File: src/hdl/fps_pkg.sv
// Shared types and constants for the FIFO process scheduler.
`timescale 1ns / 1ps
package fps_pkg;
  localparam int MaxTasks    = 16;
  localparam int MaxIoEvents = 8;
  localparam int TimeBits    = 16;

  localparam logic [1:0] ACT_TICK   = 2'd0;
  localparam logic [1:0] ACT_SETREQ = 2'd1;
  localparam logic [1:0] ACT_ADDIO  = 2'd2;

  localparam logic [2:0] STEP_NONE  = 3'd0;
  localparam logic [2:0] STEP_ADMIT = 3'd1;
  localparam logic [2:0] STEP_IRQ   = 3'd2;
  localparam logic [2:0] STEP_BEGIN = 3'd3;
  localparam logic [2:0] STEP_CONT  = 3'd4;
  localparam logic [2:0] STEP_IOREQ = 3'd5;
  localparam logic [2:0] STEP_FIN   = 3'd6;

  localparam logic [2:0] ST_NONE    = 3'd0;
  localparam logic [2:0] ST_NEW     = 3'd1;
  localparam logic [2:0] ST_READY   = 3'd2;
  localparam logic [2:0] ST_RUN     = 3'd3;
  localparam logic [2:0] ST_BLOCKED = 3'd4;
  localparam logic [2:0] ST_DONE    = 3'd5;
  localparam logic [2:0] ST_IRQ     = 3'd6;

  // Classified item handed from front to back.
  typedef struct packed {
    logic [1:0]  action;
    logic [7:0]  task_id;
    logic        task_ok;
    logic [31:0] time_value;
    logic        arr_ok;
    logic [7:0]  arr_task;
    logic        irq_ok;
    logic [7:0]  irq_task;
  } cmd_t;
endpackage

File: src/hdl/fps_ram.sv
// Generic single-port-write RAM with registered read.
`timescale 1ns / 1ps
module fps_ram #(
  parameter int Width = 16,
  parameter int Depth = 16
) (
  input  logic                     clk,
  input  logic                     we,
  input  logic [$clog2(Depth)-1:0] waddr,
  input  logic [Width-1:0]         wdata,
  input  logic [$clog2(Depth)-1:0] raddr,
  output logic [Width-1:0]         rdata
);
  logic [Width-1:0] mem [Depth];
  always_ff @(posedge clk) begin
    if (we) mem[waddr] <= wdata;
    rdata <= mem[raddr];
  end
endmodule

File: src/hdl/fps_front.sv
// Front end: range-check the input transaction and queue it for the back end.
`timescale 1ns / 1ps
module fps_front import fps_pkg::*; #(
  parameter int MaxT = MaxTasks,
  parameter int TBits = TimeBits
) (
  input  logic        clk,
  input  logic        rst_n,
  input  logic        in_valid,
  output logic        in_ready,
  input  logic [1:0]  in_action,
  input  logic [3:0]  in_task_id,
  input  logic [15:0] in_time_value,
  input  logic        in_arrival_valid,
  input  logic [3:0]  in_arrival_task,
  input  logic        in_irq_valid,
  input  logic [3:0]  in_irq_task,
  output logic        q_valid,
  output cmd_t        q_cmd,
  input  logic        q_pop
);
  cmd_t c;
  cmd_t buf_r [2];
  logic [1:0] cnt_r;
  logic       rp_r, wp_r;

  always_comb begin
    c = '0;
    c.action     = in_action;
    c.task_id    = 8'(in_task_id);
    c.task_ok    = 32'(in_task_id) < MaxT;
    c.time_value = 32'(in_time_value) & 32'((33'd1 << TBits) - 33'd1);
    c.arr_ok     = in_arrival_valid && (32'(in_arrival_task) < MaxT);
    c.arr_task   = 8'(in_arrival_task);
    c.irq_ok     = in_irq_valid && (32'(in_irq_task) < MaxT);
    c.irq_task   = 8'(in_irq_task);
  end

  assign in_ready = cnt_r != 2'd2;
  assign q_valid  = cnt_r != 2'd0;
  assign q_cmd    = buf_r[rp_r];

  always_ff @(posedge clk) begin
    if (!rst_n) begin
      cnt_r <= '0; rp_r <= 1'b0; wp_r <= 1'b0;
    end else begin
      if (in_valid && in_ready) wp_r <= ~wp_r;
      if (q_pop) rp_r <= ~rp_r;
      cnt_r <= cnt_r + 2'(in_valid && in_ready) - 2'(q_pop);
    end
    if (in_valid && in_ready) buf_r[wp_r] <= c;
  end
endmodule

File: src/hdl/fps_back.sv
// Back end: scheduler state, task tables and the three task queues.
`timescale 1ns / 1ps
module fps_back import fps_pkg::*; #(
  parameter int MaxT = MaxTasks,
  parameter int MaxEv = MaxIoEvents,
  parameter int TBits = TimeBits
) (
  input  logic        clk,
  input  logic        rst_n,
  input  logic        q_valid,
  input  cmd_t        q_cmd,
  output logic        q_pop,
  output logic        out_valid,
  input  logic        out_ready,
  output logic [2:0]  out_step_action,
  output logic [3:0]  out_acted_task,
  output logic        out_io_request_valid,
  output logic [2:0]  out_io_event_slot,
  output logic [4:0]  out_finished_count,
  output logic        out_cpu_busy
);
  localparam int TW = $clog2(MaxT);
  localparam int EW = (MaxEv > 1) ? $clog2(MaxEv) : 1;
  localparam int CW = $clog2(MaxEv + 1);
  localparam int QW = $clog2(MaxT + 1);
  localparam int AW = $clog2(MaxT * MaxEv);

  localparam logic [1:0] S_IDLE = 2'd0;
  localparam logic [1:0] S_EXEC = 2'd1;
  logic [1:0] state_r;

  logic [2:0]       status_r   [MaxT];
  logic [TBits-1:0] run_r      [MaxT];
  logic [EW:0]      ev_head_r  [MaxT];
  logic [CW-1:0]    ev_cnt_r   [MaxT];
  logic [TW-1:0]    aq_r [MaxT], iq_r [MaxT], rq_r [MaxT];
  logic [TW-1:0]    aq_h_r, iq_h_r, rq_h_r;
  logic [QW-1:0]    aq_n_r, iq_n_r, rq_n_r;
  logic [TW-1:0]    run_task_r;
  logic             busy_r;
  logic [4:0]       fin_r;
  cmd_t             cmd_r;

  // Required time and event times live in RAM; read while the transaction is popped.
  logic             req_we, ev_we;
  logic [TBits-1:0] req_rd, ev_rd;
  logic [AW-1:0]    ev_waddr, ev_raddr;
  logic [TW-1:0]    t_id, r_t;
  logic [EW-1:0]    r_head;

  assign t_id   = q_cmd.task_id[TW-1:0];
  assign r_t    = run_task_r;
  assign r_head = ev_head_r[run_task_r][EW-1:0];
  assign req_we = (state_r == S_IDLE) && q_valid && !out_valid &&
                  q_cmd.action == ACT_SETREQ && q_cmd.task_ok;
  assign ev_we  = (state_r == S_IDLE) && q_valid && !out_valid &&
                  q_cmd.action == ACT_ADDIO && q_cmd.task_ok &&
                  32'(ev_cnt_r[t_id]) < MaxEv;
  assign ev_waddr = AW'(32'(t_id) * MaxEv + 32'(ev_cnt_r[t_id]));
  assign ev_raddr = AW'(32'(r_t) * MaxEv + 32'(r_head));

  fps_ram #(.Width(TBits), .Depth(MaxT)) u_req (
    .clk, .we(req_we), .waddr(t_id), .wdata(q_cmd.time_value[TBits-1:0]),
    .raddr(r_t), .rdata(req_rd));
  fps_ram #(.Width(TBits), .Depth(MaxT * MaxEv)) u_ev (
    .clk, .we(ev_we), .waddr(ev_waddr), .wdata(q_cmd.time_value[TBits-1:0]),
    .raddr(ev_raddr), .rdata(ev_rd));

  assign q_pop = (state_r == S_IDLE) && q_valid && !out_valid;

  logic [TW-1:0] a_t, i_t;
  logic          arr_in, irq_in;
  logic [TBits-1:0] rt;
  logic          hit_io;
  assign a_t = cmd_r.arr_task[TW-1:0];
  assign i_t = cmd_r.irq_task[TW-1:0];
  assign arr_in = cmd_r.arr_ok && status_r[a_t] == ST_NONE;
  assign irq_in = cmd_r.irq_ok && status_r[i_t] == ST_BLOCKED;
  assign rt = run_r[r_t] + TBits'(1);
  assign hit_io = (32'(ev_head_r[r_t]) < 32'(ev_cnt_r[r_t])) && ev_rd == rt;

  always_ff @(posedge clk) begin
    if (!rst_n) begin
      state_r <= S_IDLE;
      for (int i = 0; i < MaxT; i++) begin
        status_r[i] <= ST_NONE; run_r[i] <= '0;
        ev_head_r[i] <= '0; ev_cnt_r[i] <= '0;
      end
      aq_h_r <= '0; iq_h_r <= '0; rq_h_r <= '0;
      aq_n_r <= '0; iq_n_r <= '0; rq_n_r <= '0;
      run_task_r <= '0; busy_r <= 1'b0; fin_r <= '0;
      out_valid <= 1'b0;
    end else begin
      if (out_valid && out_ready) out_valid <= 1'b0;
      unique case (state_r)
        S_IDLE: begin
          if (q_pop) begin
            cmd_r <= q_cmd;
            if (ev_we) ev_cnt_r[t_id] <= ev_cnt_r[t_id] + CW'(1);
            state_r <= S_EXEC;
          end
        end
        S_EXEC: begin
          logic [QW-1:0] an, in_n, rn;
          logic [TW-1:0] ah, ih, rh;
          logic [2:0]    stp;
          logic [TW-1:0] act;
          logic          ioreq;
          logic [EW-1:0] slot;
          an = aq_n_r; in_n = iq_n_r; rn = rq_n_r;
          ah = aq_h_r; ih = iq_h_r; rh = rq_h_r;
          stp = STEP_NONE; act = '0; ioreq = 1'b0; slot = '0;
          if (cmd_r.action == ACT_TICK) begin
            if (arr_in) begin
              status_r[a_t] <= ST_NEW;
              aq_r[TW'(ah + TW'(an))] <= a_t; an = an + QW'(1);
            end
            if (irq_in) begin
              status_r[i_t] <= ST_IRQ;
              iq_r[TW'(ih + TW'(in_n))] <= i_t; in_n = in_n + QW'(1);
            end
            if (!busy_r) begin
              if (an != 0) begin
                act = (aq_n_r == 0) ? a_t : aq_r[ah];
                ah = ah + TW'(1); an = an - QW'(1);
                status_r[act] <= ST_READY;
                rq_r[TW'(rh + TW'(rn))] <= act; rn = rn + QW'(1);
                stp = STEP_ADMIT;
              end else if (in_n != 0) begin
                act = (iq_n_r == 0) ? i_t : iq_r[ih];
                ih = ih + TW'(1); in_n = in_n - QW'(1);
                status_r[act] <= ST_READY;
                rq_r[TW'(rh + TW'(rn))] <= act; rn = rn + QW'(1);
                stp = STEP_IRQ;
              end else if (rn != 0) begin
                act = rq_r[rh];
                rh = rh + TW'(1); rn = rn - QW'(1);
                status_r[act] <= ST_RUN;
                run_task_r <= act; busy_r <= 1'b1;
                stp = STEP_BEGIN;
              end
            end else begin
              act = r_t;
              run_r[r_t] <= rt;
              if (hit_io) begin
                ev_head_r[r_t] <= ev_head_r[r_t] + (EW+1)'(1);
                status_r[r_t] <= ST_BLOCKED; busy_r <= 1'b0;
                stp = STEP_IOREQ; ioreq = 1'b1; slot = r_head;
              end else if (rt == req_rd) begin
                status_r[r_t] <= ST_DONE; busy_r <= 1'b0;
                fin_r <= fin_r + 5'd1;
                stp = STEP_FIN;
              end else begin
                stp = STEP_CONT;
              end
            end
          end
          aq_n_r <= an; iq_n_r <= in_n; rq_n_r <= rn;
          aq_h_r <= ah; iq_h_r <= ih; rq_h_r <= rh;
          out_step_action      <= stp;
          out_acted_task       <= 4'(act);
          out_io_request_valid <= ioreq;
          out_io_event_slot    <= 3'(slot);
          out_finished_count   <= fin_r + 5'(stp == STEP_FIN);
          // Busy after the step unless the running task just blocked or finished.
          out_cpu_busy         <= (stp == STEP_BEGIN) ||
                                  (busy_r && stp != STEP_IOREQ && stp != STEP_FIN);
          out_valid <= 1'b1;
          state_r   <= S_IDLE;
        end
        default: state_r <= S_IDLE;
      endcase
    end
  end

`ifndef NO_ASSERTIONS
  a_exec_once: assert property (@(posedge clk) disable iff (!rst_n)
    state_r == S_EXEC |=> state_r == S_IDLE && out_valid) else $error("exec stuck");
  a_no_pop_full: assert property (@(posedge clk) disable iff (!rst_n)
    out_valid |-> !q_pop) else $error("pop with pending result");
  a_ioreq_slot: assert property (@(posedge clk) disable iff (!rst_n)
    out_valid && !out_io_request_valid |-> out_io_event_slot == 3'd0)
    else $error("slot without request");
  a_queue_bound: assert property (@(posedge clk) disable iff (!rst_n)
    32'(aq_n_r) <= MaxT && 32'(iq_n_r) <= MaxT && 32'(rq_n_r) <= MaxT)
    else $error("queue overflow");
`endif
endmodule

File: src/hdl/fifo_process_scheduler_core.sv
// Top level of the FIFO process scheduler.
//  channel | direction | handshake          | payload
//  in_     | input     | in_valid/in_ready   | action, task, time, arrival, irq
//  out_    | output    | out_valid/out_ready | step, task, io request, counts
// The back end pops a transaction while reading the time RAMs, updates tables and
// queues in the next cycle, then holds the result; the next pop waits until that
// result is taken. A two-entry queue sits before the back end. Reset (rst_n low,
// synchronous) clears status, queues and counters; stored required and event times
// are kept. A held result stalls the back end only; the front queue still accepts
// up to two transactions.
`timescale 1ns / 1ps
module fifo_process_scheduler_core import fps_pkg::*; #(
  parameter int MaxT  = MaxTasks,
  parameter int MaxEv = MaxIoEvents,
  parameter int TBits = TimeBits
) (
  input  logic        clk,
  input  logic        rst_n,
  input  logic        in_valid,
  output logic        in_ready,
  input  logic [1:0]  in_action,
  input  logic [3:0]  in_task_id,
  input  logic [15:0] in_time_value,
  input  logic        in_arrival_valid,
  input  logic [3:0]  in_arrival_task,
  input  logic        in_irq_valid,
  input  logic [3:0]  in_irq_task,
  output logic        out_valid,
  input  logic        out_ready,
  output logic [2:0]  out_step_action,
  output logic [3:0]  out_acted_task,
  output logic        out_io_request_valid,
  output logic [2:0]  out_io_event_slot,
  output logic [4:0]  out_finished_count,
  output logic        out_cpu_busy
);
  logic q_valid, q_pop;
  cmd_t q_cmd;

  fps_front #(.MaxT(MaxT), .TBits(TBits)) u_front (
    .clk, .rst_n, .in_valid, .in_ready, .in_action, .in_task_id, .in_time_value,
    .in_arrival_valid, .in_arrival_task, .in_irq_valid, .in_irq_task,
    .q_valid, .q_cmd, .q_pop);

  fps_back #(.MaxT(MaxT), .MaxEv(MaxEv), .TBits(TBits)) u_back (
    .clk, .rst_n, .q_valid, .q_cmd, .q_pop, .out_valid, .out_ready,
    .out_step_action, .out_acted_task, .out_io_request_valid,
    .out_io_event_slot, .out_finished_count, .out_cpu_busy);
endmodule

File: config.mk
export PLATFORM = sky130hd
export DESIGN_NAME = fifo_process_scheduler_core
export DESIGN_NICKNAME = d
export VERILOG_FILES = /design/src/hdl/fps_pkg.sv /design/src/hdl/fps_ram.sv /design/src/hdl/fps_front.sv /design/src/hdl/fps_back.sv /design/src/hdl/fifo_process_scheduler_core.sv
export SDC_FILE = /design/constraint.sdc
export NUM_CORES = 2
export LEC_CHECK = 0
export BUFFER_PORTS_ARGS = -buffer_cell sky130_fd_sc_hd__buf_2
export CAP_MARGIN = 0
export CORE_MARGIN = 2
export CORE_UTILIZATION = 24
export DETAILED_ROUTE_END_ITERATION = 8
export PLACE_DENSITY = 0.36
export SETUP_SLACK_MARGIN = 0.15
export SYNTH_ARGS = -nofsm -noshare
export SYNTH_HDL_FRONTEND = slang
export SYNTH_HIERARCHICAL = 1
export SYNTH_SLANG_ARGS = --single-unit
File: constraint.sdc
create_clock -name clk -period 7.5 [get_ports clk]
set_input_delay 1.875 -clock clk [delete_from_list [all_inputs] [get_ports clk]]
set_output_delay 1.875 -clock clk [all_outputs]
set_load 0.01 [all_outputs]
### Word-level counts from Yosys, hierarchy flattened

Memories as Yosys holds them, arrays and structs flattened. A register that Yosys moved wholly into a read port is not among the register bits.
Cells that the tools add are included.

* flip-flop bits (word level): 72
* memory bits (writable): 2992
* word-level logic and storage cells: 263
* memories kept: 10

* add/sub/neg operators: 21
* magnitude comparators: 2
* eq/ne operators: 10
* multiplexer cells: 141
* bitwise gates (word level): 8
* reductions and logical operators: 46

Memory list
* u_back.u_ev.mem: words 128, width 16, rd ports 1, clocked after memory_dff 1, wr ports 1, line fps_ram.sv:14 `logic [Width-1:0] mem [Depth];`
* u_back.run_r: words 16, width 16, rd ports 1, clocked after memory_dff 1, wr ports 16, line fps_back.sv:33 `logic [TBits-1:0] run_r [MaxT];`
* u_back.u_req.mem: words 16, width 16, rd ports 1, clocked after memory_dff 1, wr ports 1, line fps_ram.sv:14
* u_back.aq_r: words 16, width 4, rd ports 1, clocked after memory_dff 1, wr ports 1, line fps_back.sv:36 `logic [TW-1:0] aq_r [MaxT], iq_r [MaxT], rq_r [MaxT];`
* u_back.ev_cnt_r: words 16, width 4, rd ports 2, clocked after memory_dff 1, wr ports 16, line fps_back.sv:35 `logic [CW-1:0] ev_cnt_r [MaxT];`
* u_back.ev_head_r: words 16, width 4, rd ports 1, clocked after memory_dff 1, wr ports 16, line fps_back.sv:34 `logic [EW:0] ev_head_r [MaxT];`
* 4 more memories

Operators with widths (number)
* 2-to-1 mux 4 bit: 32
* 2-to-1 mux 5 bit: 16
* 2-to-1 mux 1 bit: 76
* 2-to-1 mux 3 bit: 14
* equality test 16 bit: 2
* adder 4 x 1 -> 4 bit (second input constant): 5
* adder 5 x 1 -> 5 bit (second input constant): 4
* OR reduction 3 bit: 6
* adder 16 x 1 -> 16 bit (second input constant): 1
* 2-to-1 mux 16 bit: 1
* OR reduction 16 bit: 1
* nonzero test 5 bit: 3
* subtractor 5 x 1 -> 5 bit (second input constant): 3
* adder 4 bit: 3
* logical AND 1 bit: 12
* zero test 5 bit: 2
* AND reduction 5 bit: 2
* AND reduction 4 bit: 2
* OR reduction 4 bit: 2
* adder 7 x 3 -> 7 bit: 1
* adder 7 x 4 -> 7 bit: 1
* equality test 3 bit (second input constant): 2
* inequality test 3 bit (second input constant): 2
* NOT 1 bit: 6
* other kinds (21): 29

### Longest topological paths before layout

* depth after elaboration: 18
* depth in mapped cells: 24

### Hierarchy

Netlist, hierarchy kept.

Modules (own cells, without submodules)
* fps_ram (u_back.u_ev): times used 1, cells each 3086, area an instance 78522.8 µm²
* fps_back: times used 1, cells each 2563, area an instance 34207.8 µm²
* fps_ram (u_back.u_req): times used 1, cells each 432, area an instance 10043.4 µm²
* fps_front: times used 1, cells each 159, area an instance 2801.4 µm²

### Worst setup path after synthesis

No wires, ideal clock.

* kind: register -> register
* start point: reg with a tool-made name
* end point: mem u_back.status_r[15][0], enable pin
* arrival time: 6286 ps
* data required time: 7206 ps
* path slack: 920 ps
* cell stages (with the launch flop): 24
* path buffers: 8
* path through: dfxtp_1 > buf_4 > buf_4 > buf_4 > buf_4 > buf_1 > buf_1 > buf_1 > mux4_2 > mux4_2 > inv_1 > ha_1 > a21o_1 > a211oi_1 > o211ai_1 > a2111oi_0 > nand3_1 > a211oi_1 > nand4_1 > a21o_4 > buf_6 > mux2_1 > nand2_1 > o2111ai_1

RTL lines
* end: declaration: line fps_back.sv:32 `logic [2:0] status_r [MaxT];`

==> results.py <==
metrics = {
    "sta": {
        "rsz0062_at_grt": "no",
        "drv_slew": 0,
        "finClkSkew_ps": 69.96,
        "hold_viol_final": 0,
        "min_period_ps": 6483,
        "maxSlewHeadroom_pct": 13.38,
        "tns_ps": 0,
        "clock.fmax_mhz": 154.3,
        "setup_viol": 0,
        "period_share_pct": 86.44,
        "tightest_slew_ps": 1295,
    },
    "global_route": {
        "grt_pass1_vias": 65950,
        "grt_max_degree": 134,
        "track_usage_pct": 14.45,
        "grt_overflow": 0,
        "antenna_found_initial": 38,
        "grt_pass1_wl_um": 541900,
    },
    "setup_path": {
        "r2r_setup_slack_ps": 1020,
        "r2r_cells": 14,
        "cp.required_ps": 8130,
        "worstPathCellList": "clkinv_1 > mux4_4 > ha_1 > a21o_1 > a211oi_1 > o211ai_1 > a2111oi_1 > nand3_1 > a211oi_1 > nand4_1 > nand2_1 > a22o_1 > nor2b_1 > nand4b_1",
        "crit_path_max_incr_delay_ps": 900,
        "cp_common_cell": "a211oi_1",
        "worstSetupPathType": "reg2reg",
        "slowest_stage": "mux4_4",
        "cp-start-kind": "flop",
        "cp-end-kind": "flop",
        "cp_max_fo": 21,
        "r2r_end": "u_back/status_r[11][0]$_DFFE_PP_",
        "crit_arrival_ps": 7110,
    },
    "detailed_routing": {
        "vias_per_cell": 4.544,
        "avgRoutedWirePerCell_um": 28.19,
        "vias": 62870,
        "drt_pass1_iterations": 5,
        "drcViolationCount": 0,
        "postRouteAntennaNets": 0,
        "drt-met1-wl_um": 173100,
        "dr_wl_met2_um": 193500,
        "dr_wl_met3_um": 15210,
        "routed_wirelength_um": 390100,
        "top_layer": "met4",
        "drtIter0Drc": 5039,
    },
    "status": {
        "status": "complete, no violations",
    },
    "placement": {
        "portBuffers": 54,
        "detailedPlacementHpwl_um": 230500,
        "gp_routability_congestion": 0.7713,
        "dp.cells": 13140,
    },
    "power": {
        "leakage_nw": 45.59,
        "p_per_area_nw_per_um2": 289.7,
        "peakVddDrop_mv": 0.1681,
        "finalPower_mw": 42.92,
    },
    "final_layout": {
        "n_fill_cell": 51330,
        "drive_gt1_share_pct": 29.82,
        "num-nets-final": 6642,
        "final_cell_mix": "edfxtp_1, mux4_2, nor2_1",
        "final_common_cell": "edfxtp_1",
        "syn_to_final_growth_pct": 18.21,
        "fin_cells": 13840,
    },
    "yosys": {
        "synth.cell_area_um2": 125400,
        "syn_inst": 6211,
        "yosys_warnings": 6,
        "synth_nets": 6283,
        "syn_avg_cell_area_um2": 20.18,
    },
    "clock_network": {
        "clockBufferDepth": 4,
        "ctsHoldBuffers": 0,
        "cts_sinks": 3121,
        "root_buffer": "clkbuf_16",
        "clock_latency_ps": 990,
        "h-tree-depth": 5,
        "cts_setup_buffers": 0,
        "numCtsBuffers": 369,
        "cts_resized": 0,
        "cts_tree": "done",
        "clk_pin_slew_ps": 60,
    },
    "floorplan": {
        "start_util_pct": 24.08,
        "fp.dieH_um": 726.7,
        "die_w_um": 726.7,
        "io_pins": 55,
        "std_cell_rows": 265,
        "die_area_um2": 528100,
        "core_area_um2": 520600,
    },
    "hold_path": {
        "hold_depth": 1,
        "min_path_type": "reg2reg",
        "hold_start": "u_back/cmd_r[3]$_DFFE_PP_",
    },
    "flow_run": {
        "drv_cap": 0,
    },
}
final cells by class:
class                   instances  area, µm²  share of cell area (%)
well taps                    6942       8686                   5.861
repair buffers                334       2537                   1.712
clock inverters               219       2242                   1.513
multi-input cells            2711      31910                   21.53
inverters                      33      123.9                 0.08359
clock buffers                 456       9892                   6.675
diodes                         21      52.55                 0.03546
flip-flops and latches       3121      92750                   62.59
flip-flops by register name, summed over array words and instances, names as in the netlist, 8 cells and up, named ones only:
signal              count
u_back/u_ev/rdata      16
u_back/u_ev/mem      2048
u_back/u_req/rdata     16
u_back/cmd_r            8
u_back/status_r        48
u_back/ev_head_r       64
u_back/aq_r            64
u_back/iq_r            64
u_back/ev_cnt_r        64
u_back/u_req/mem      256
u_back/rq_r            64
u_back/run_r          256
u_front/buf_r          64
stage by stage:
stage | area (µm²) | utilization (%) | hold slack (ps) | worst slack (ps)
floorplan | 125400 | - | 479.9 | 920.4
global placement | 136000 | 26.13 | 494.0 | 797.3
detailed placement | 136000 | 26.13 | 497.6 | 902.1
finish | 148200 | 28.47 | 501.6 | 1017
CTS | 148100 | 28.46 | 504.1 | 860.1
global route | 148100 | 28.46 | 527.7 | 543.6
critical path, delay by kind of cell, from the launching register on:
family,cells,cell delay (ps)
flip-flops,1,800
multiplexers,1,900
AND/OR/NAND/NOR,5,1640
adder cells (fa/ha/maj),1,380
buffers and inverters,1,540
AO/OA/AOI/OAI,6,1860
worst max path at each step:
stage,from,endpoint,slack [ps],depth (start not counted)
2_1_floorplan,flop,u_back/status_r[15][0]$_DFFE_PP_,920,23
3_3_place_gp,flop,u_back/status_r[11][2]$_DFFE_PP_,800,14
6_report,flop,u_back/status_r[11][0]$_DFFE_PP_,1020,14
5_1_grt,flop,u_back/status_r[15][2]$_DFFE_PP_,540,17
3_5_place_dp,flop,u_back/status_r[11][0]$_DFFE_PP_,900,14
4_1_cts,flop,u_back/status_r[11][0]$_DFFE_PP_,860,14
where the power goes:
part | switching [mW] | leakage [nW] | internal (mW)
registers | 0.193 | 28.6 | 20.4
clock network | 7.32 | 5.93 | 10.7
logic | 3.23 | 11.1 | 1.08
total | 10.7 | 45.6 | 32.2
metal layers:
metal	up-vias	global-route usage [%]
met5	-	0
met4	0	3.191
met3	476	1.669
met2	1395	24.79
met1	34750	19.68
li1	26250	-
Note: power is estimated with default switching activity, not from simulation.
